<file path="src/hw/rtl/pva_ram.sv">
// ----------------------------------------------------------------------------
// Generic RAM
// One write port, one read port, read data registered.
// ----------------------------------------------------------------------------
module pva_ram #(
  parameter int WIDTH = 8,
  parameter int DEPTH = 16
) (
  input  logic                     clk,
  input  logic                     we,
  input  logic [$clog2(DEPTH)-1:0] waddr,
  input  logic [WIDTH-1:0]         wdata,
  input  logic                     re,
  input  logic [$clog2(DEPTH)-1:0] raddr,
  output logic [WIDTH-1:0]         rdata
);

  logic [WIDTH-1:0] mem_r [DEPTH];
  logic [WIDTH-1:0] rdata_r;

  always_ff @(posedge clk) begin
    if (we) begin
      mem_r[waddr] <= wdata;
    end
    if (re) begin
      rdata_r <= mem_r[raddr];
    end
  end

  assign rdata = rdata_r;

endmodule

</file>
<file path="config.mk">
export PLATFORM = sky130hd
export DESIGN_NAME = pva_ram
export DESIGN_NICKNAME = d
export VERILOG_FILES = /design/src/hw/rtl/pva_ram.sv
export SDC_FILE = /design/constraint.sdc
export NUM_CORES = 1
export LEC_CHECK = 0
export BUFFER_PORTS_ARGS = -buffer_cell sky130_fd_sc_hd__buf_4
export CAP_MARGIN = 25
export CORE_UTILIZATION = 60
export CTS_CLUSTER_SIZE = 24
export DETAILED_ROUTE_END_ITERATION = 8
export MAX_ROUTING_LAYER = met4
export PLACE_DENSITY = 0.9
export SLEW_MARGIN = 0
export SYNTH_ARGS = -nofsm -noshare
export SYNTH_HDL_FRONTEND = slang
export SYNTH_SLANG_ARGS = --single-unit
</file>
<file path="constraint.sdc">
create_clock -name clk -period 3.6 [get_ports clk]
set_clock_uncertainty 0.1 [all_clocks]
set_input_delay 1.08 -clock clk [delete_from_list [all_inputs] [get_ports clk]]
set_output_delay 1.08 -clock clk [all_outputs]
set_load 0.05 [all_outputs]
</file>
; ---- Word-level counts from Yosys, hierarchy flattened
; Memory sizes are Yosys's and may differ from the RTL's. A register that Yosys moved wholly into a read port is not among the register bits.
; Index checks and enable logic that the tools add are counted.
[word_totals]
mem_bits_rw = 128
elab_cells = 3
mem_count = 1
output_inout_bits = 8
input_bits = 19
ff_bits = 0
[memory_table]
columns = name, depth, word_bits, rd, rd_ports_with_merged_regs, wr, line
row1 = mem_r, 16, 8, 1, 1, 1, 18  ; logic [WIDTH-1:0] mem_r [DEPTH];
[op_classes]
n_mux = 2
[ops]
columns = op, count
row1 = two-way mux 1 bit, 2

; ---- Longest topological paths before layout
; Gate-level depths: netlist (run 1).
[logic_depth]
ltp_word = 2
ltp_mapped = 5
depth_no_buf = 3

; ---- Least setup slack after synthesis (run 1)
; Ideal clock, no wire load.
[synth_path]
path_type = input -> register
start = in waddr[2]
end = mem mem_r[0][0] (enable)
t_arrival_ps = 2190
path_slack_ps = 927
stages = 2
required_time_ps = 3117
path_cell_list = or3b_2 -> nor3_1
[synth_lines]
columns = item, line
row1 = "start, declared", 11  ; input logic [$clog2(DEPTH)-1:0] waddr,
row2 = "end, declared", 18
; Straight into the memory's write port.

==> results of run 1 <==
-- kinds of logic (layout without fill, tap and decap cells) --
logic type,count (synthesis),count (layout),synth area share (%)
compound gates,16,16,2.30
simple gates,35,35,3.14
mux,32,32,14.8
buf+inv,10,65,1.65
flops,136,136,78.1
-- sequential cells by signal, indices dropped and copies added, names as in the netlist --
name	flops
rdata	8
mem_r	128
-- final cells by class --
type,instances,share of cell area [%]
Clock buffer,19,6.92
Clock inverter,13,2.42
Multi-Input combinational cell,83,17.4
Sequential cell,136,67.1
Tap cell,105,2.16
Timing Repair Buffer,33,4.07
-- worst min-delay path, stage by stage, from the launching register on --
cell and delay [ns]:
edfxtp_1 0.32, mux4_1 0.21, a22oi_1 0.08, nand2_1 0.06
-- report_power, final --
part           switching (uW)  internal [uW]
clock network             640            990
registers                11.3           1780
logic                     115           73.0
total                     766           2850
-- path summary, 6_finish.rpt --
path | from | endpoint | slack (ns) | depth (start not counted)
worst min-delay path | mem_r[8][2] | rdata[2] | 0.67 | 3
worst max-delay path | raddr[0] | rdata[4] | 1.16 | 4
worst min register to register | mem_r[8][2] | rdata[2] | 0.67 | 3
worst max register to register | mem_r[9][4] | rdata[4] | 1.95 | 3
-- routing by layer --
metal	vias up	track usage (%)	part of all wire, %
met3	19	6.94	6.7
met5	-	-	0
li1	1068	-	-
met1	1270	33.9	40
met2	116	39.0	52
met4	0	9.97	1.4
-- cell usage after synthesis (all sizes together) --
cell type / instances / share of area (%)
edfxtp: 136 / 78
mux4: 32 / 15
a22oi: 16 / 2.3
nor2: 13 / 0.93
nand2: 9 / 0.65
buf: 7 / 1.1
nor3: 4 / 0.38
clkdlybuf4s25: 3 / 0.57
nand2b: 2 / 0.24
nand3b: 2 / 0.29
and2: 1 / 0.12
and2b: 1 / 0.14
nand3: 1 / 0.096
nor2b: 1 / 0.12
or3b: 1 / 0.17
-- metrics by stage --
| step | utilization [%] | area, sq um | power [uW] |
|---|---|---|---|
| global placement | 66.2 | 5520 | 2010 |
| CTS | 73.0 | 6090 | 3640 |
| finish | 73.0 | 6090 | 3610 |
| global route | 73.0 | 6090 | 3720 |
| detailed placement | 66.2 | 5520 | 2020 |
| floorplan | - | 5230 | 1940 |
-- placed cells by master, fill, tap and decap left out --
cell type,netlist,layout
clkinv_2,0,1
clkbuf_8,0,1
and2_1,1,1
clkbuf_16,0,16
nor2b_1,1,1
nand2_1,9,9
mux4_2,18,18
or3b_2,1,1
nand2b_1,2,2
mux4_1,14,14
clkinv_4,0,4
bufinv_16,0,2
nor3_1,4,4
edfxtp_1,136,136
a22oi_1,16,16
inv_6,0,2
and2b_1,1,1
nand3b_1,2,2
buf_4,1,33
nand3_1,1,1
clkinvlp_4,0,4
clkbuf_1,0,2
nor2_1,13,13
==> results.cfg, run 1 <==
[logic_synthesis]
yosysWarnings = 0
ys_types = 18
synth-seq-area-share_pct = 78.1
ys_ff_latch = 136
synth_cells = 229
syn_area_sq_um = 5230
synth_nets = 248
avgSynthCellArea_sq_um = 22.8

[global_routing]
antenna_found_initial = 0
grt_max_degree = 33
grt_pass1_wl_mm = 14.8
track_usage_pct = 25.8
grt-ovfl-total = 0
grt_pass1_vias = 2529

[die]
core_area_sq_um = 8340
ios = 27
start_util_pct = 62.7
die_width_um = 95.3
die_area_sq_um = 9090
fp-row-count = 33
die_y_um = 95.3

[place]
gp_congestion = 0.782
place_inst = 357
pre_cts_slack_ns = 0.633
portBuffers = 26
dp_hpwl_mm = 5.82

[power_and_ir_drop]
p_per_area_nw_per_um2 = 594
leakage_uw = 0.00203
ir_worst_vdd_uv = 442

[setup_path]
endpoint_kind = flip-flop
slowest_stage = mux4_1
critical_path.top_delay_family = multiplexers
slowest_delay_ns = 0.64
cp_num_buf_inv = 1
worst_setup_path_start_kind = primary input
worstPathRequired_ns = 3.75
cp_max_fo = 32
worstPathArrival_ns = 2.60
crit_type = primary input to flip-flop
crit_chain = buf_4 -> mux4_1 -> a22oi_1 -> nand2_1

[finish]
ff_latch_area_sq_um = 4080
antennaDiodeCount = 0
finalNetCount = 290
area_delta_synth_final_pct = 16.5
n_fill_cell = 467
multi_input_area_sq_um = 1060
fin_cells = 389
layout-drive-gt1-share_pct = 28.9

[clock_network]
cts.path.max_buffers = 2
postCtsSetupBuffers = 0
cts_tree = done
htree_levels = 4
clock-sinks = 136
ctsResizeCount = 0
cts_root_buf = clkbuf_8
cts_buffers = 17
clk_pin_slew_ns = 0.06
clk_latency_ns = 0.52
cts_hold_buf = 0

[sta]
finalSetupTns_ns = 0
worst_slew_pin_slew_ns = 0.850
fin_crit_ns = 2.44
fmax_ghz = 0.409
finalSetupViolCount = 0
whs_ns = 0.669
rsz0062_at_grt = no
slew_headroom_pct = 43.1
min_period_over_period_pct = 67.9
fin_ws_ns = 1.16
finalHoldViolCount = 0
slew_violations = 0

[drt]
drtIter0Drc = 157
drt_pass1_iterations = 4
drcViolationCount = 0
wire_per_inst_um = 25.3
drt_wl_total_mm = 9.83
viasPerCell = 6.36
detail-route-antenna-nets = 0
vias = 2473

[worst_hold_path]
hp-class = flip-flop to flip-flop

[run]
max_cap_viol_count = 0

[run_status]
status = complete, no violations
No activity file was read; power rests on OpenSTA's default activity.
==> run 2: changes to the inputs <==
--- a/config.mk
+++ b/config.mk
@@ -5,6 +5,7 @@
 export SDC_FILE = /design/constraint.sdc
 export NUM_CORES = 1
 export LEC_CHECK = 0
+export ABC_AREA = 1
 export BUFFER_PORTS_ARGS = -buffer_cell sky130_fd_sc_hd__buf_4
 export CAP_MARGIN = 25
 export CORE_UTILIZATION = 60
==> constraint.sdc (replaced) <==
create_clock -name clk -period 2.3 [get_ports clk]
set_clock_uncertainty 0.1 [all_clocks]
set_input_delay 0.69 -clock clk [delete_from_list [all_inputs] [get_ports clk]]
set_output_delay 0.69 -clock clk [all_outputs]
set_load 0.05 [all_outputs]
==> results.cfg, run 2 <==
[run_status]
status = complete, no violations

[clock_network]
cts_root_buf = clkbuf_8
ctsResizeCount = 0
cts.path.max_buffers = 2
clk_latency_ns = 0.53
postCtsSetupBuffers = 0
cts_buffers = 17
clk_pin_slew_ns = 0.06
cts_hold_buf = 0
cts_tree = done
htree_levels = 4
clock-sinks = 136

[setup_path]
slowest_stage = edfxtp_1
worst-r2r-cell-count = 6
slowest_delay_ns = 0.43
worstPathArrival_ns = 1.17
endpoint_kind = output pin
worstPathRequired_ns = 1.51
cp_max_fo = 1
crit_type = flip-flop to output pin
cp_num_cells = 1
cp_num_buf_inv = 1
critical_path.top_delay_family = flip-flops
worst_setup_path_start_kind = flip-flop
crit_chain = buf_4

[drt]
drcViolationCount = 0
drt_wl_total_mm = 13.1
top_layer = met4
detail-route-antenna-nets = 0
wl_met3_mm = 1.19
drtIter0Drc = 456
wire_per_inst_um = 17.9
vias = 4021
drt_pass1_iterations = 5
viasPerCell = 5.47
wl_met2_mm = 6.59
wl_met1_mm = 5.02

[finish]
layout-drive-gt1-share_pct = 12.9
fin_cells = 735
area_delta_synth_final_pct = 16.8
mostFrequentLayoutCells = nand2_1 (173), edfxtp_1 (136), inv_1 (100)
antennaDiodeCount = 0
design_area_sq_um = 6830
top_register = mem_r
largest_reg_flops = 128
layout_commonest_cell = nand2_1
finalNetCount = 612

[sta]
fmax_ghz = 0.510
fin_crit_ns = 1.96
finalSetupViolCount = 0
min_period_over_period_pct = 85.3
rsz0062_at_grt = no
finalSetupTns_ns = 0
worst_slew_pin_slew_ns = 0.402
slew_violations = 0
fin_ws_ns = 0.338
slew_headroom_pct = 73.2
finalHoldViolCount = 0

[run]
max_cap_viol_count = 0

[logic_synthesis]
synth_top_family_by_area = simple AND/OR/NAND/NOR gates
synth-seq-area-share_pct = 69.8
synth_fa_ha_area_share_pct = 0
netlist.area_leader.share_pct = 69.8
syn_area_sq_um = 5850
ys_types = 11
synth_top_area_cell = edfxtp_1
synth_edf_count = 136
ys_ff_latch = 136
synth_cells = 551
yosysWarnings = 0
synth.area.top_cells = edfxtp_1 (70%), nand2_1 (11%), nand3_1 (8.3%), inv_1 (6.4%), buf_6 (1.2%)
synthXorXnorAreaFrac_pct = 0
async_reset_ff_share_pct = 0
avgSynthCellArea_sq_um = 10.6
yosys.area_share.simple_pct = 20.8
synthTopCellsByCount = nand2_1 (173), edfxtp_1 (136), inv_1 (100)
synth-main-ff-cell = edfxtp_1
muxShareOfSynthArea_pct = 0
yosysMostFrequentCell = nand2_1
synth_compound_area_share_pct = 0
synth_nets = 570

[power_and_ir_drop]
p_per_area_nw_per_um2 = 871
ir_worst_vdd_uv = 558
leakage_uw = 0.00297

[place]
pre_cts_slack_ns = 0.284
dp_hpwl_mm = 7.79
place_area_sq_um = 6230
gp_congestion = 0.871
portBuffers = 26
place_inst = 703

[global_routing]
grt_pass1_wl_mm = 20.9
grt-ovfl-total = 0
grt_max_degree = 65
track_usage_pct = 29.8
antenna_found_initial = 0
grt_pass1_vias = 4127

[die]
die_y_um = 101
die_width_um = 101
fp-row-count = 35
die_area_sq_um = 10100
ios = 27
core_area_sq_um = 9330
start_util_pct = 62.7

[worst_hold_path]
hp-class = primary input to flip-flop
min_path_cells = 1
## run 2: power breakdown
part | internal, uW | total [uW] | switching, uW
registers | 2790 | 2810 | 18.0
clock network | 1740 | 2740 | 992
logic | 118 | 399 | 281
total | 4650 | 5950 | 1290
## run 2: through the flow
stage	utilization, %	hold WS [ns]	total power, uW
after floorplan	-	0.583	3090
after global placement	66.8	0.607	3240
after detailed placement	66.8	0.639	3250
after CTS	73.2	0.360	5950
after global routing	73.2	0.363	6100
final	73.2	0.368	5950
## run 2: layer usage
metal,vias up,GRT usage (%)
met2,219,46.7
met3,29,5.89
li1,1875,-
met5,-,-
met4,0,13.3
met1,1898,38.1
## run 2: area by class of cell
| type | instances | area [sq um] |
|---|---|---|
| multi-input combinational | 289 | 1210 |
| clock inverter | 15 | 181 |
| clock buffer | 17 | 414 |
| timing repair buffer | 47 | 390 |
| sequential | 136 | 4080 |
| inverter | 102 | 383 |
| tap | 129 | 161 |
| fill | 611 | 2500 |
## run 2: kinds of logic (layout without fill, tap and decap cells)
logic type / count (synthesis) / in the layout
and+or+nand+nor: 289 / 289
DFF: 136 / 136
buffers and inverters: 126 / 181
## run 2: final timing paths
check	slack [ns]	endpoint	start
setup / recovery	0.34	rdata[6]	rdata[6]
hold / removal	0.37	rdata[4]	re
hold reg to reg	0.65	rdata[0]	mem_r[10][0]
setup reg to reg	1.03	rdata[7]	mem_r[5][7]
==> run 3: changes to the inputs <==
--- a/config.mk
+++ b/config.mk
@@ -12,7 +12,7 @@
 export CTS_CLUSTER_SIZE = 24
 export DETAILED_ROUTE_END_ITERATION = 8
 export MAX_ROUTING_LAYER = met4
-export PLACE_DENSITY = 0.9
+export PLACE_DENSITY = 0.78
 export SLEW_MARGIN = 0
 export SYNTH_ARGS = -nofsm -noshare
 export SYNTH_HDL_FRONTEND = slang
==> results.cfg, run 3 (synthesized netlist as in run 2, its figures left out) <==
[run_status]
status = complete, no violations

[global_routing]
antenna_found_initial = 0
grt_pass1_vias = 4020
grt_pass1_wl_mm = 21.4
grt-ovfl-total = 0
grt_max_degree = 38
track_usage_pct = 30.7

[clock_network]
cts_buffers = 17
cts_root_buf = clkbuf_8
htree_levels = 4
ctsResizeCount = 0
cts_hold_buf = 0
clock-sinks = 136
cts_tree = done
clk_latency_ns = 0.53
cts.path.max_buffers = 2
postCtsSetupBuffers = 0
clk_pin_slew_ns = 0.06

[finish]
design_area_sq_um = 6860
largest_reg_flops = 128
layout-drive-gt1-share_pct = 13.5
antennaDiodeCount = 0
mostFrequentLayoutCells = nand2_1 (173), edfxtp_1 (136), inv_1 (100)
layout_commonest_cell = nand2_1
finalNetCount = 616
top_register = mem_r
area_delta_synth_final_pct = 17.3

[drt]
vias = 4119
drcViolationCount = 0
drt_wl_total_mm = 13.6
drt_pass1_iterations = 5
drtIter0Drc = 523
detail-route-antenna-nets = 0
viasPerCell = 5.58
wire_per_inst_um = 18.4

[sta]
finalSetupViolCount = 0
fin_crit_ns = 1.94
min_period_over_period_pct = 84.6
slew_headroom_pct = 63.6
worst_slew_pin_slew_ns = 0.546
finalHoldViolCount = 0
slew_violations = 0
finalSetupTns_ns = 0
rsz0062_at_grt = no
fmax_ghz = 0.514

[setup_path]
slowest_delay_ns = 0.41
worstPathArrival_ns = 1.15
worst_setup_path_start_kind = flip-flop
slowest_stage = edfxtp_1
critical_path.top_delay_family = flip-flops
crit_type = flip-flop to output pin
endpoint_kind = output pin
crit_chain = buf_4
cp_num_buf_inv = 1
cp_max_fo = 1
worstPathRequired_ns = 1.51

[worst_hold_path]
hp-class = primary input to flip-flop

[place]
dp_hpwl_mm = 8.18
portBuffers = 26
gp_congestion = 0.860
place_area_sq_um = 6260

[die]
start_util_pct = 62.7
fp-row-count = 35
core_area_sq_um = 9330
die_width_um = 101
ios = 27
die_y_um = 101
die_area_sq_um = 10100

[power_and_ir_drop]
leakage_uw = 0.00297
ir_worst_vdd_uv = 570
p_per_area_nw_per_um2 = 869

[run]
max_cap_viol_count = 0
[run 3: changes by cell type in the layout (fill, tap and decap cells not counted), sizes merged]
cell      delta
buf          +4
inv          -2
clkbuf       +1
clkinv       -4
clkinvlp     +4
[run 3: through the flow]
| stage | util (%) | setup slack (ns) | std cells | hold WS [ns] | power [uW] |
|---|---|---|---|---|---|
| after global routing | 73.5 | 0.338 | 738 | 0.352 | 6110 |
| final | 73.5 | 0.355 | 738 | 0.361 | 5960 |
| after detailed placement | 67.1 | 0.310 | 707 | 0.655 | 3260 |
| after floorplan | - | 0.559 | 551 | 0.583 | 3090 |
| after CTS | 73.5 | 0.343 | 738 | 0.359 | 5960 |
| after global placement | 67.1 | 0.321 | 707 | 0.642 | 3250 |
[run 3: layer usage]
metal  part of all wire [%]  up-vias  global-route usage [%]
met3                     11       32                    7.35
li1                       -     1876                       -
met4                    2.1        0                    12.2
met5                      0        -                       -
met2                     47      254                    46.3
met1                     40     1957                    40.7
[run 3: final timing paths]
kind	from	end	slack, ns	cells after the start
setup reg to reg	mem_r[7][1]	rdata[1]	0.99	6
hold / removal	re	rdata[2]	0.36	1
setup / recovery	rdata[3]	rdata[3]	0.36	1
hold reg to reg	mem_r[11][2]	rdata[2]	0.68	6
[run 3: power by group]
| part | leakage, uW | internal, uW | switching, uW | total, uW |
|---|---|---|---|---|
| Sequential | 0.00124 | 2790 | 15.2 | 2810 |
| Combinational | 0.00146 | 122 | 288 | 410 |
| Clock | 0.000276 | 1740 | 997 | 2740 |
| Total | 0.00297 | 4660 | 1300 | 5960 |
[run 3: final cells by class]
class                           count  area [sq um]
Sequential cell                   136          4080
Fill cell                         631          2470
Multi-Input combinational cell    289          1210
Timing Repair Buffer               51           420
Clock buffer                       18           418
Inverter                          102           383
Clock inverter                     13           180
Tap cell                          129           161
