===== src/hw/rtl/pva_pkg.sv =====
// ----------------------------------------------------------------------------
// Voice allocator package
// Field widths, codes, pick result type and note math helpers.
// ----------------------------------------------------------------------------
package pva_pkg;

  localparam int MASK_W = 12;
  localparam int PICK_W = 4;
  localparam int NOTE_W = 7;
  localparam int OCT_W  = 5;
  localparam int FREQ_W = 11;
  localparam int CHIP_CH_W = 3;

  localparam logic KIND_NOTE_ON  = 1'b0;
  localparam logic KIND_NOTE_OFF = 1'b1;

  localparam logic ACT_KEY_ON  = 1'b0;
  localparam logic ACT_KEY_OFF = 1'b1;

  typedef struct packed {
    logic              ok;
    logic [PICK_W-1:0] chan;
  } pick_t;

  // floor(note / 12) for 7-bit notes: 171 / 2048 is close enough over 0..127
  function automatic logic [3:0] note_div12(input logic [NOTE_W-1:0] note);
    logic [14:0] prod;
    prod = 15'(note) * 15'd171;
    return prod[14:11];
  endfunction

  function automatic logic [3:0] note_rem12(input logic [NOTE_W-1:0] note);
    logic [NOTE_W-1:0] base;
    base = NOTE_W'(note_div12(note)) * 7'd12;
    return 4'(note - base);
  endfunction

  function automatic logic [FREQ_W-1:0] tune_lookup(input logic [3:0] semi);
    logic [FREQ_W-1:0] f;
    unique case (semi)
      4'd0:    f = 11'd686;
      4'd1:    f = 11'd727;
      4'd2:    f = 11'd770;
      4'd3:    f = 11'd816;
      4'd4:    f = 11'd865;
      4'd5:    f = 11'd916;
      4'd6:    f = 11'd970;
      4'd7:    f = 11'd1028;
      4'd8:    f = 11'd1089;
      4'd9:    f = 11'd1154;
      4'd10:   f = 11'd1223;
      4'd11:   f = 11'd1295;
      default: f = '0;
    endcase
    return f;
  endfunction

endpackage


===== src/hw/rtl/pva_pick.sv =====
// ----------------------------------------------------------------------------
// Channel picker
// Finds the lowest enabled free channel and flags a full voice.
// ----------------------------------------------------------------------------
module pva_pick
  import pva_pkg::*;
#(
  parameter int NUM_CHANNELS = 12
) (
  input  logic [MASK_W-1:0]                    channel_mask,
  input  logic [NUM_CHANNELS-1:0]              busy,
  input  logic [$clog2(NUM_CHANNELS+1)-1:0]    held_count,
  output pick_t                                pick
);

  localparam int NUM_USED = (NUM_CHANNELS < MASK_W) ? NUM_CHANNELS : MASK_W;
  localparam logic [MASK_W-1:0] USED_MASK = MASK_W'((32'd1 << NUM_USED) - 32'd1);

  logic [MASK_W-1:0] busy_w;
  logic [MASK_W-1:0] en;
  logic [MASK_W-1:0] free;
  logic [3:0]        pop;
  logic [PICK_W-1:0] first;
  logic              any_free;
  logic              full;

  if (NUM_CHANNELS >= MASK_W) begin : g_busy_trunc
    assign busy_w = busy[MASK_W-1:0];
  end else begin : g_busy_ext
    assign busy_w = MASK_W'(busy);
  end

  assign en   = channel_mask & USED_MASK;
  assign free = en & ~busy_w;

  always_comb begin
    pop = '0;
    for (int i = 0; i < MASK_W; i++) begin
      pop = pop + 4'(en[i]);
    end
  end

  // scan down so the lowest free channel wins
  always_comb begin
    first = '0;
    for (int i = MASK_W - 1; i >= 0; i--) begin
      if (free[i]) begin
        first = PICK_W'(i);
      end
    end
  end

  assign any_free = |free;
  assign full = (32'(held_count) >= 32'(pop)) || (32'(held_count) >= NUM_CHANNELS);

  assign pick.ok   = any_free && !full;
  assign pick.chan = first;

endmodule


===== config.mk =====
export PLATFORM = sky130hd
export DESIGN_NAME = pva_pick
export DESIGN_NICKNAME = d
export VERILOG_FILES = /design/src/hw/rtl/pva_pkg.sv /design/src/hw/rtl/pva_pick.sv
export SDC_FILE = /design/constraint.sdc
export NUM_CORES = 1
export LEC_CHECK = 0
export ABC_CLOCK_PERIOD_IN_PS = 5650
export BUFFER_PORTS_ARGS = -buffer_cell sky130_fd_sc_hd__buf_2
export CAP_MARGIN = 20
export CORE_MARGIN = 2
export CORE_UTILIZATION = 30
export DETAILED_ROUTE_END_ITERATION = 6
export GPL_TIMING_DRIVEN = 0
export PLACE_DENSITY = 0.6
export SLEW_MARGIN = 40
export SYNTH_ARGS = -nofsm -noshare
export SYNTH_HDL_FRONTEND = slang
export SYNTH_SLANG_ARGS = --single-unit

===== constraint.sdc =====
create_clock -name vclk -period 5.65
set_input_delay 1.13 -clock vclk [all_inputs]
set_output_delay 1.13 -clock vclk [all_outputs]
set_load 0.02 [all_outputs]

# --- Yosys cells after proc, flatten, opt, wreduce, memory -nomap -nowiden ---
# Index checks and enable logic that the tools add are counted.
classes:
  order_cmp: 2
  n_addsub: 11
  bitwise: 2
  reduce_logical: 4
  muxes: 12
op_table:
  columns: ["cell", "n"]
  rows:
  - ["$mux 4", 12]
  - ["$add 4x1->4", 8]
  - ["$and 12x12->12", 1]
  - ["$not 12->12", 1]
  - ["$reduce_or 12->1", 1]
  - ["$add 3x1->4", 1]
  - ["$ge 4x4->1", 1]
  - ["$ge 4x4->1 const B", 1]
  - ["$add 2x1->3", 1]
  - ["$add 1x1->2", 1]
  - ["$logic_and 1x1->1", 1]
  - ["$logic_not 1->1", 1]
  - ["$logic_or 1x1->1", 1]
totals:
  regBits: 0
  output_inout_bits: 5

# --- Logic depth before layout (Yosys ltp) ---
# Gate-level depths: netlist of the first run.
depth:
  depth_word: 15
  mapped_depth: 14
  mapped_depth_nobuf: 14

# --- Least setup slack after synthesis of the first run ---
# No wires, ideal clock.
synth_path:
  kind: "in2out"
  start: "input port channel_mask[0]"
  end: "output port pick[4] (netlist name)"
  cell_stages: 13
  t_arrival_ps: 4689
  required_time_ps: 4520
  slack_ps: -169
  path_cell_list: "inv_1 > fa_1 > fa_1 > fa_1 > fa_1 > inv_1 > ha_1 > inv_1 > fa_1 > ha_1 > a211oi_1 > o21ai_0 > a31oi_1"
synth_lines:
  columns: ["item", "line", "text"]
  rows:
  - ["start: declaration", "pva_pick.sv:10", "input logic [MASK_W-1:0] channel_mask,"]
  - ["end: declaration", "pva_pick.sv:13", "output pick_t pick"]

==> results.json, run 1 <==
{
  "ys_warn_count": 0,
  "crit_path_max_fanout": 2,
  "fin_crit_sh": 1.061,
  "ir_worst_vdd_v": 0.0001301,
  "max_cap_viol_count": 0,
  "max_freq_ghz": 0.1667,
  "synth_top_area_share": 0.2309,
  "num_antenna_cells": 0,
  "drt_iter0_markers": 7,
  "core_mm2": 0.001942,
  "drc": 0,
  "grt_usage": 0.1244,
  "finalPower_w": 0.0001958,
  "synthMuxAreaShare": 0,
  "io_pins": 33,
  "worstMarginPinSlew_ns": 0.2565,
  "synth_area_leaders": "fa_1 (23%), ha_1 (16%), inv_1 (12%)",
  "die_h_um": 48.98,
  "fp.dieArea_mm2": 0.002399,
  "synth_top_family_by_area": "adder cells",
  "post_cts_buffers": 0,
  "synth-compound-area-share": 0.1794,
  "grt_pass1_wl_mm": 2.518,
  "finalMaxSlewViolations": 0,
  "antenna_found_initial": 0,
  "gp_congestion": 0.7977,
  "synth_most_common_cell": "inv_1",
  "rsz0062_at_grt": "true",
  "drive_gt1_frac": 0.4679,
  "p_leak_nw": 0.4743,
  "seq_cells": 0,
  "io_buffers": 33,
  "violations": "setup timing",
  "setup_slack_ns": -0.3473,
  "worst_ep_arrival_time_ns": 4.87,
  "hold_violations": 0,
  "min-delay-start": "busy[2]",
  "synthAdderAreaFrac": 0.3959,
  "hold_path.class": "in -> out",
  "synth_simple_gate_area_frac": 0.2804,
  "syn_inst": 76,
  "grt_max_degree": 5,
  "dieWidth_um": 48.98,
  "p_comb_frac": 1.000,
  "dpl_worst_slack_ns": -0.3399,
  "final-instance-count-excl-fill": 136,
  "p_sw_w": 0.00009651,
  "fillers": 221,
  "clockPowerShare": 0,
  "routedWlPerCell_um": 9.912,
  "power-per-cell-area_mw_per_mm2": 227.8,
  "critPathMaxStageDelay_ns": 0.54,
  "worst_path_max_delay_cell": "fa_1",
  "crit_path_start_kind": "primary input",
  "grt_overflow": 0,
  "end_kind": "output port",
  "cp_data_required_time_ns": 4.52,
  "synthDistinctLibCells": 27,
  "synth_xor_area_frac": 0.01443,
  "synth_common_cells": "inv_1 (20), ha_1 (8), fa_1 (7), nand2b_1 (7), o21ai_0 (4)",
  "crit_type": "in -> out",
  "syn_avg_cell_area_um2": 7.985,
  "period_needed_ns": 5.997,
  "seq_area_um2": 0,
  "p_int_w": 0.00009927,
  "crit_chain": "buf_6 > fa_1 > inv_2 > fa_1 > fa_1 > fa_1 > inv_2 > ha_4 > inv_2 > fa_2 > ha_4 > a211oi_2 > o21ai_1 > a31oi_2 > buf_4",
  "netlist_area_um2": 606.8,
  "drt_first_pass_iters": 4,
  "routed_wl_mm": 1.348,
  "postRouteAntennaNets": 0,
  "fin_tns_setup_ns": -0.3473,
  "setup.worst_path.start": "channel_mask[5]",
  "p_seq_frac": 0,
  "start_util": 0.3125,
  "setup_viol": 1,
  "maxSlewHeadroom": 0.8290,
  "dp_hpwl_mm": 1.231,
  "n_clock_buffer": 0,
  "synth_nets": 119,
  "yosysTopAreaCell": "fa_1",
  "grt_pass1_vias": 627,
  "crit_top_cell": "fa_1",
  "avgViaCountPerCell": 4.426,
  "status": "finished, violations left",
  "p_sw_frac": 0.4930,
  "rows": 16,
  "seq_area_frac_synth": 0,
  "syn_to_final_growth_pct": 41.65,
  "nNetsFinal": 154,
  "num_vias": 602,
  "place_inst": 136
}
## cell usage in the layout (no fill, tap or decap), types with 2 or more instances in the layout
cell type,n
a31oi_1,2
nand2_1,2
nor2_1,3
buf_6,2
nor2b_4,2
o21ai_0,3
inv_2,4
a21oi_1,2
nand2b_1,7
nand2b_2,2
inv_1,17
ha_4,2
fa_1,6
buf_2,30
ha_1,6
## layer usage
layer	routed length, um	share of wire	vias up	track usage
li1	-	-	310	-
met1	644	0.48	265	0.1784
met2	625	0.46	27	0.2100
met3	78	0.058	0	0.01227
met4	0	0	0	0.009524
met5	0	0	-	0
## stage by stage
step | util | hold WS [ns] | area [um^2]
after global routing | 0.4427 | 2.718 | 859.6
after CTS | 0.4220 | 2.704 | 819.5
after floorplan | - | 2.456 | 618.1
after global placement | 0.4207 | 2.692 | 817.0
final | 0.4427 | 2.703 | 859.6
after detailed placement | 0.4207 | 2.703 | 817.0
## timing repair
item / CTS / global route
hold buffers: 0 / 0
setup endpoints to repair: 1 / 1
pin swaps: 0 / 4
resized for setup: 1 / 10
## final timing paths
path / end / slack [ns] / depth (start not counted)
max: pick[4] / -0.35 / 15
min: pick[1] / 2.70 / 4
## worst max-delay path, delay by kind of cell
kind | cells | cell delay (ns)
adders and majority gates | 7 | 2.84
AOI/OAI and AO/OA | 3 | 0.49
buffers and inverters | 5 | 0.41
## final cells by class
cell class	instances	area [um^2]	share of cell area
Timing Repair Buffer	33	180.2	0.2096
Multi-Input combinational cell	55	566.8	0.6594
Inverter	21	78.83	0.09170
Tap cell	27	33.78	0.03930
## power groups by stage
stage          Sequential (W)  Clock (W)  Combinational, W
2_1_floorplan               0          0          0.000125
3_3_place_gp                0          0          0.000162
3_5_place_dp                0          0          0.000167
4_1_cts                     0          0          0.000172
5_1_grt                     0          0          0.000226
6_report                    0          0          0.000196
## cell families after synthesis
group                    after synthesis
buffers and inverters                 21
XOR/XNOR                               1
adder cells (fa/ha/maj)               15
AO/OA/AOI/OAI                         16
AND/OR/NAND/NOR                       23
No activity file was read; power rests on OpenSTA's default activity.
==> run 2, diff against run 1 <==
ABC_AREA = 1   (was unset)
ABC_CLOCK_PERIOD_IN_PS = 7580   (was 5650)
PLACE_DENSITY = 0.58   (was 0.6)
clock period = 7.58 ns   (was 5.65 ns; I/O delays follow)
==> run 2 against run 1 <==
  * The flow now finishes without violations
  * Hold slack improved by 0.72 ns
  * Utilization decreased by 2.7 points
  * Area after synthesis decreased by 1.2%
  * Cell area decreased by 7.1%
  * Non-clock buffer count unchanged
  * First-iteration DRC count decreased by 57%
  * Critical path depth increased by 1
  * Wire length decreased by 12%
  * Sequential share of layout area unchanged
  * Combinational power decreased by 40%
  * Final cell count increased by 7.4%
  * Largest power group unchanged
==> results.json, run 2 <==
{
  "grt_max_degree": 4,
  "max_cap_viol_count": 0,
  "core_mm2": 0.001922,
  "num_vias": 593,
  "period_needed_ns": 6.833,
  "netlist_area_um2": 599.3,
  "yosysTopAreaCell": "fa_1",
  "status": "finished clean",
  "hold_path.class": "in -> out",
  "rows": 16,
  "grt_usage": 0.1044,
  "dpl-instance-area_um2": 798.3,
  "grt_pass1_wl_mm": 2.063,
  "synth_most_common_cell": "inv_1",
  "finalMaxSlewViolations": 0,
  "syn_to_final_growth_pct": 33.19,
  "dieWidth_um": 48.70,
  "stdcell_area_um2": 798.3,
  "cp_data_required_time_ns": 6.06,
  "n_clock_buffer": 0,
  "synth_top_area_share": 0.2338,
  "synth_area_leaders": "fa_1 (23%), ha_1 (17%), inv_1 (12%)",
  "final_common_cell": "buf_2",
  "routed_wl_mm": 1.189,
  "io_buffers": 33,
  "io_pins": 33,
  "fin_crit_sh": 0.9014,
  "cts_resized": 0,
  "maxSlewHeadroom": 0.8539,
  "crit_type": "in -> out",
  "grt_pass1_vias": 555,
  "drc": 0,
  "syn_avg_cell_area_um2": 6.969,
  "drt_first_pass_iters": 4,
  "grt_overflow": 0,
  "hold_buffers": 0,
  "routedWlPerCell_um": 8.144,
  "power-per-cell-area_mw_per_mm2": 146.3,
  "p_leak_nw": 0.4915,
  "synthDistinctLibCells": 25,
  "end_kind": "output port",
  "rsz0062_at_grt": "false",
  "post_cts_buffers": 0,
  "gp_congestion": 0.7410,
  "fin_tns_setup_ns": 0,
  "syn_inst": 86,
  "max_freq_ghz": 0.1464,
  "hold_violations": 0,
  "synth_common_cells": "inv_1 (19), nand2_1 (17), ha_1 (8), fa_1 (7), nor2_1 (6)",
  "nNetsFinal": 164,
  "worstMarginPinSlew_ns": 0.2178,
  "fp.dieArea_mm2": 0.002371,
  "num_antenna_cells": 0,
  "setup_viol": 0,
  "seq_area_frac_synth": 0,
  "layout_common_cells": "buf_2 (33), inv_1 (19), nand2_1 (17)",
  "dp_hpwl_mm": 1.166,
  "crit_path_start_kind": "primary input",
  "seq_area_um2": 0,
  "die_h_um": 48.70,
  "avgViaCountPerCell": 4.062,
  "postRouteAntennaNets": 0,
  "synth_nets": 129,
  "drive_gt1_frac": 0.3950,
  "crit_path_max_fanout": 2,
  "ys_warn_count": 0,
  "drt_iter0_markers": 3,
  "worst_ep_arrival_time_ns": 5.32,
  "fillers": 215,
  "seq_cells": 0,
  "ir_worst_vdd_v": 0.00008316,
  "antenna_found_initial": 0,
  "start_util": 0.3118
}
-- run 2: changes by cell type after synthesis, sizes merged, moves of 2 or more --
cell / before / now
nand2: 3 / 20
nand2b: 10 / 0
or2: 0 / 5
nor2: 3 / 7
inv: 21 / 24
nor2b: 3 / 0
a31oi: 3 / 1
nand3: 0 / 2
-- run 2: logic make-up after synthesis --
| group | Yosys count | synth area share |
|---|---|---|
| XOR/XNOR | 1 | 0.01462 |
| adder cells (fa/ha/maj) | 15 | 0.4008 |
| buffers and inverters | 24 | 0.1503 |
| AND/OR/NAND/NOR | 36 | 0.3173 |
| AO/OA/AOI/OAI | 10 | 0.1169 |
-- run 2: critical path: stages --
cell	delay [ns]
buf_2	0.12
fa_1	0.54
inv_1	0.05
fa_1	0.49
fa_1	0.43
fa_1	0.50
inv_1	0.04
ha_1	0.17
inv_1	0.08
fa_1	0.42
ha_1	0.28
o21a_1	0.10
o21a_1	0.15
o21ai_0	0.11
and3_1	0.15
buf_2	0.16
-- run 2: final cells by class --
cell class / instances / area (um^2) / area share
multi-input combinational: 62 / 509.2 / 0.6379
timing repair buffer: 33 / 165.2 / 0.2069
inverter: 24 / 90.09 / 0.1129
tap: 27 / 33.78 / 0.04232
-- run 2: final timing paths --
| kind | startpoint | endpoint | slack, ns | depth (start not counted) |
|---|---|---|---|---|
| worst min-delay path | busy[0] | pick[0] | 3.42 | 4 |
| worst max-delay path | channel_mask[5] | pick[4] | 0.75 | 16 |
-- run 2: layer usage --
layer	vias to the layer above	global-route usage	share of wire
met4	0	0	0
met1	253	0.1233	0.44
met3	0	0.006173	0.043
met5	-	0	0
li1	327	-	-
met2	13	0.2146	0.51
-- run 2: where the power goes --
part	internal (W)	total (W)	switching, W
Clock	0	0	0
Sequential	0	0	0
Combinational	0.0000564	0.000117	0.0000604
-- run 2: through the flow --
step | util | setup WS [ns] | hold WS (ns) | total power (W) | std cells
floorplan | - | 1.000 | 3.216 | 0.00008869 | 86
detailed placement | 0.4154 | 0.7335 | 3.424 | 0.0001192 | 146
global placement | 0.4154 | 0.7550 | 3.426 | 0.0001147 | 146
global route | 0.4154 | 0.5680 | 3.462 | 0.0001340 | 146
CTS | 0.4154 | 0.7173 | 3.424 | 0.0001198 | 146
finish | 0.4154 | 0.7475 | 3.423 | 0.0001168 | 146
==> run 3, diff against run 2 <==
GPL_TIMING_DRIVEN = unset   (was 0)
==> run 3 against run 2 <==
  * Sequential share of layout area did not move
  * Utilization did not move
  * Critical path type unchanged
  * Critical endpoint unchanged
  * Critical path depth did not move
  * Maximum frequency rose by 0.20%
  * Setup slack improved by 0.013 ns
  * Power barely moved
==> results.json, run 3 (synthesis gave the netlist of run 2 again) <==
{
  "cts_resized": 0,
  "grt_pass1_vias": 573,
  "drt_first_pass_iters": 4,
  "seq_area_um2": 0,
  "gp_congestion": 0.7148,
  "end_kind": "output port",
  "grt_overflow": 0,
  "syn_to_final_growth_pct": 33.19,
  "rows": 16,
  "power-per-cell-area_mw_per_mm2": 146.3,
  "grt_usage": 0.1096,
  "setup_viol": 0,
  "dpl-instance-area_um2": 798.3,
  "p_leak_nw": 0.4915,
  "num_antenna_cells": 0,
  "final_common_cell": "buf_2",
  "dp_hpwl_mm": 1.188,
  "drc": 0,
  "crit_path_start_kind": "primary input",
  "stdcell_area_um2": 798.3,
  "finalMaxSlewViolations": 0,
  "num_vias": 597,
  "met3_length_um": 53,
  "max_freq_ghz": 0.1466,
  "drive_gt1_frac": 0.3950,
  "finalPower_w": 0.0001168,
  "cp_data_required_time_ns": 6.06,
  "crit_type": "in -> out",
  "core_mm2": 0.001922,
  "io_pins": 33,
  "nNetsFinal": 164,
  "hold_path.class": "in -> out",
  "io_buffers": 33,
  "fp.dieArea_mm2": 0.002371,
  "status": "finished clean",
  "fin_crit_sh": 0.8996,
  "seq_cells": 0,
  "antenna_found_initial": 0,
  "top_layer_used": "met3",
  "wl_met1_um": 537,
  "fin_tns_setup_ns": 0,
  "grt_pass1_wl_mm": 2.173,
  "die_h_um": 48.70,
  "fillers": 214,
  "ir_worst_vdd_v": 0.00008005,
  "maxSlewHeadroom": 0.8523,
  "avgViaCountPerCell": 4.089,
  "max_cap_viol_count": 0,
  "hold_violations": 0,
  "period_needed_ns": 6.819,
  "n_clock_buffer": 0,
  "postRouteAntennaNets": 0,
  "worstMarginPinSlew_ns": 0.2202,
  "grt_max_degree": 4,
  "layout_common_cells": "buf_2 (33), inv_1 (19), nand2_1 (17)",
  "hold_buffers": 0,
  "rsz0062_at_grt": "false",
  "post_cts_buffers": 0,
  "crit_path_max_fanout": 2,
  "drt_iter0_markers": 3,
  "routedWlPerCell_um": 8.370,
  "worst_ep_arrival_time_ns": 5.30,
  "met2_length_um": 632,
  "start_util": 0.3118,
  "dieWidth_um": 48.70,
  "routed_wl_mm": 1.222
}
## run 3: cell counts in the layout (fill, tap and decap cells not counted)
No cell type changed its count.
## run 3: worst max-delay path, cell delays in order
cell and delay (ns):
buf_2 0.12, fa_1 0.54, inv_1 0.05, fa_1 0.49
fa_1 0.43, fa_1 0.49, inv_1 0.04, ha_1 0.17
inv_1 0.08, fa_1 0.42, ha_1 0.28, o21a_1 0.10
o21a_1 0.16, o21ai_0 0.12, and3_1 0.15, buf_2 0.15
## run 3: per-layer routing
layer  up-vias  track usage
met5         -            0
met1       253       0.1445
met4         0            0
li1        329            -
met3         0     0.003086
met2        15       0.2100
## run 3: worst paths after layout
kind | start | endpoint | slack, ns | depth (start not counted)
min | busy[0] | pick[0] | 3.43 | 4
max | channel_mask[5] | pick[4] | 0.76 | 16
## run 3: final cells by class
cell class         count  area [um^2]  area share
inverters             24        90.09      0.1129
multi-input cells     62        509.2      0.6379
well taps             27        33.78     0.04232
repair buffers        33        165.2      0.2069
## run 3: metrics by stage
step	setup slack [ns]	hold WS [ns]	cells	utilization
floorplan	1.000	3.216	86	-
global placement	0.7847	3.428	146	0.4154
detailed placement	0.7666	3.439	146	0.4154
CTS	0.7435	3.439	146	0.4154
global route	0.5511	3.457	146	0.4154
finish	0.7609	3.432	146	0.4154
## run 3: power breakdown
part           leakage (nW)  switching (W)  internal [W]  total [W]
sequential                0              0             0          0
combinational         0.492      0.0000604     0.0000564   0.000117
clock                     0              0             0          0
total                 0.492      0.0000604     0.0000564   0.000117
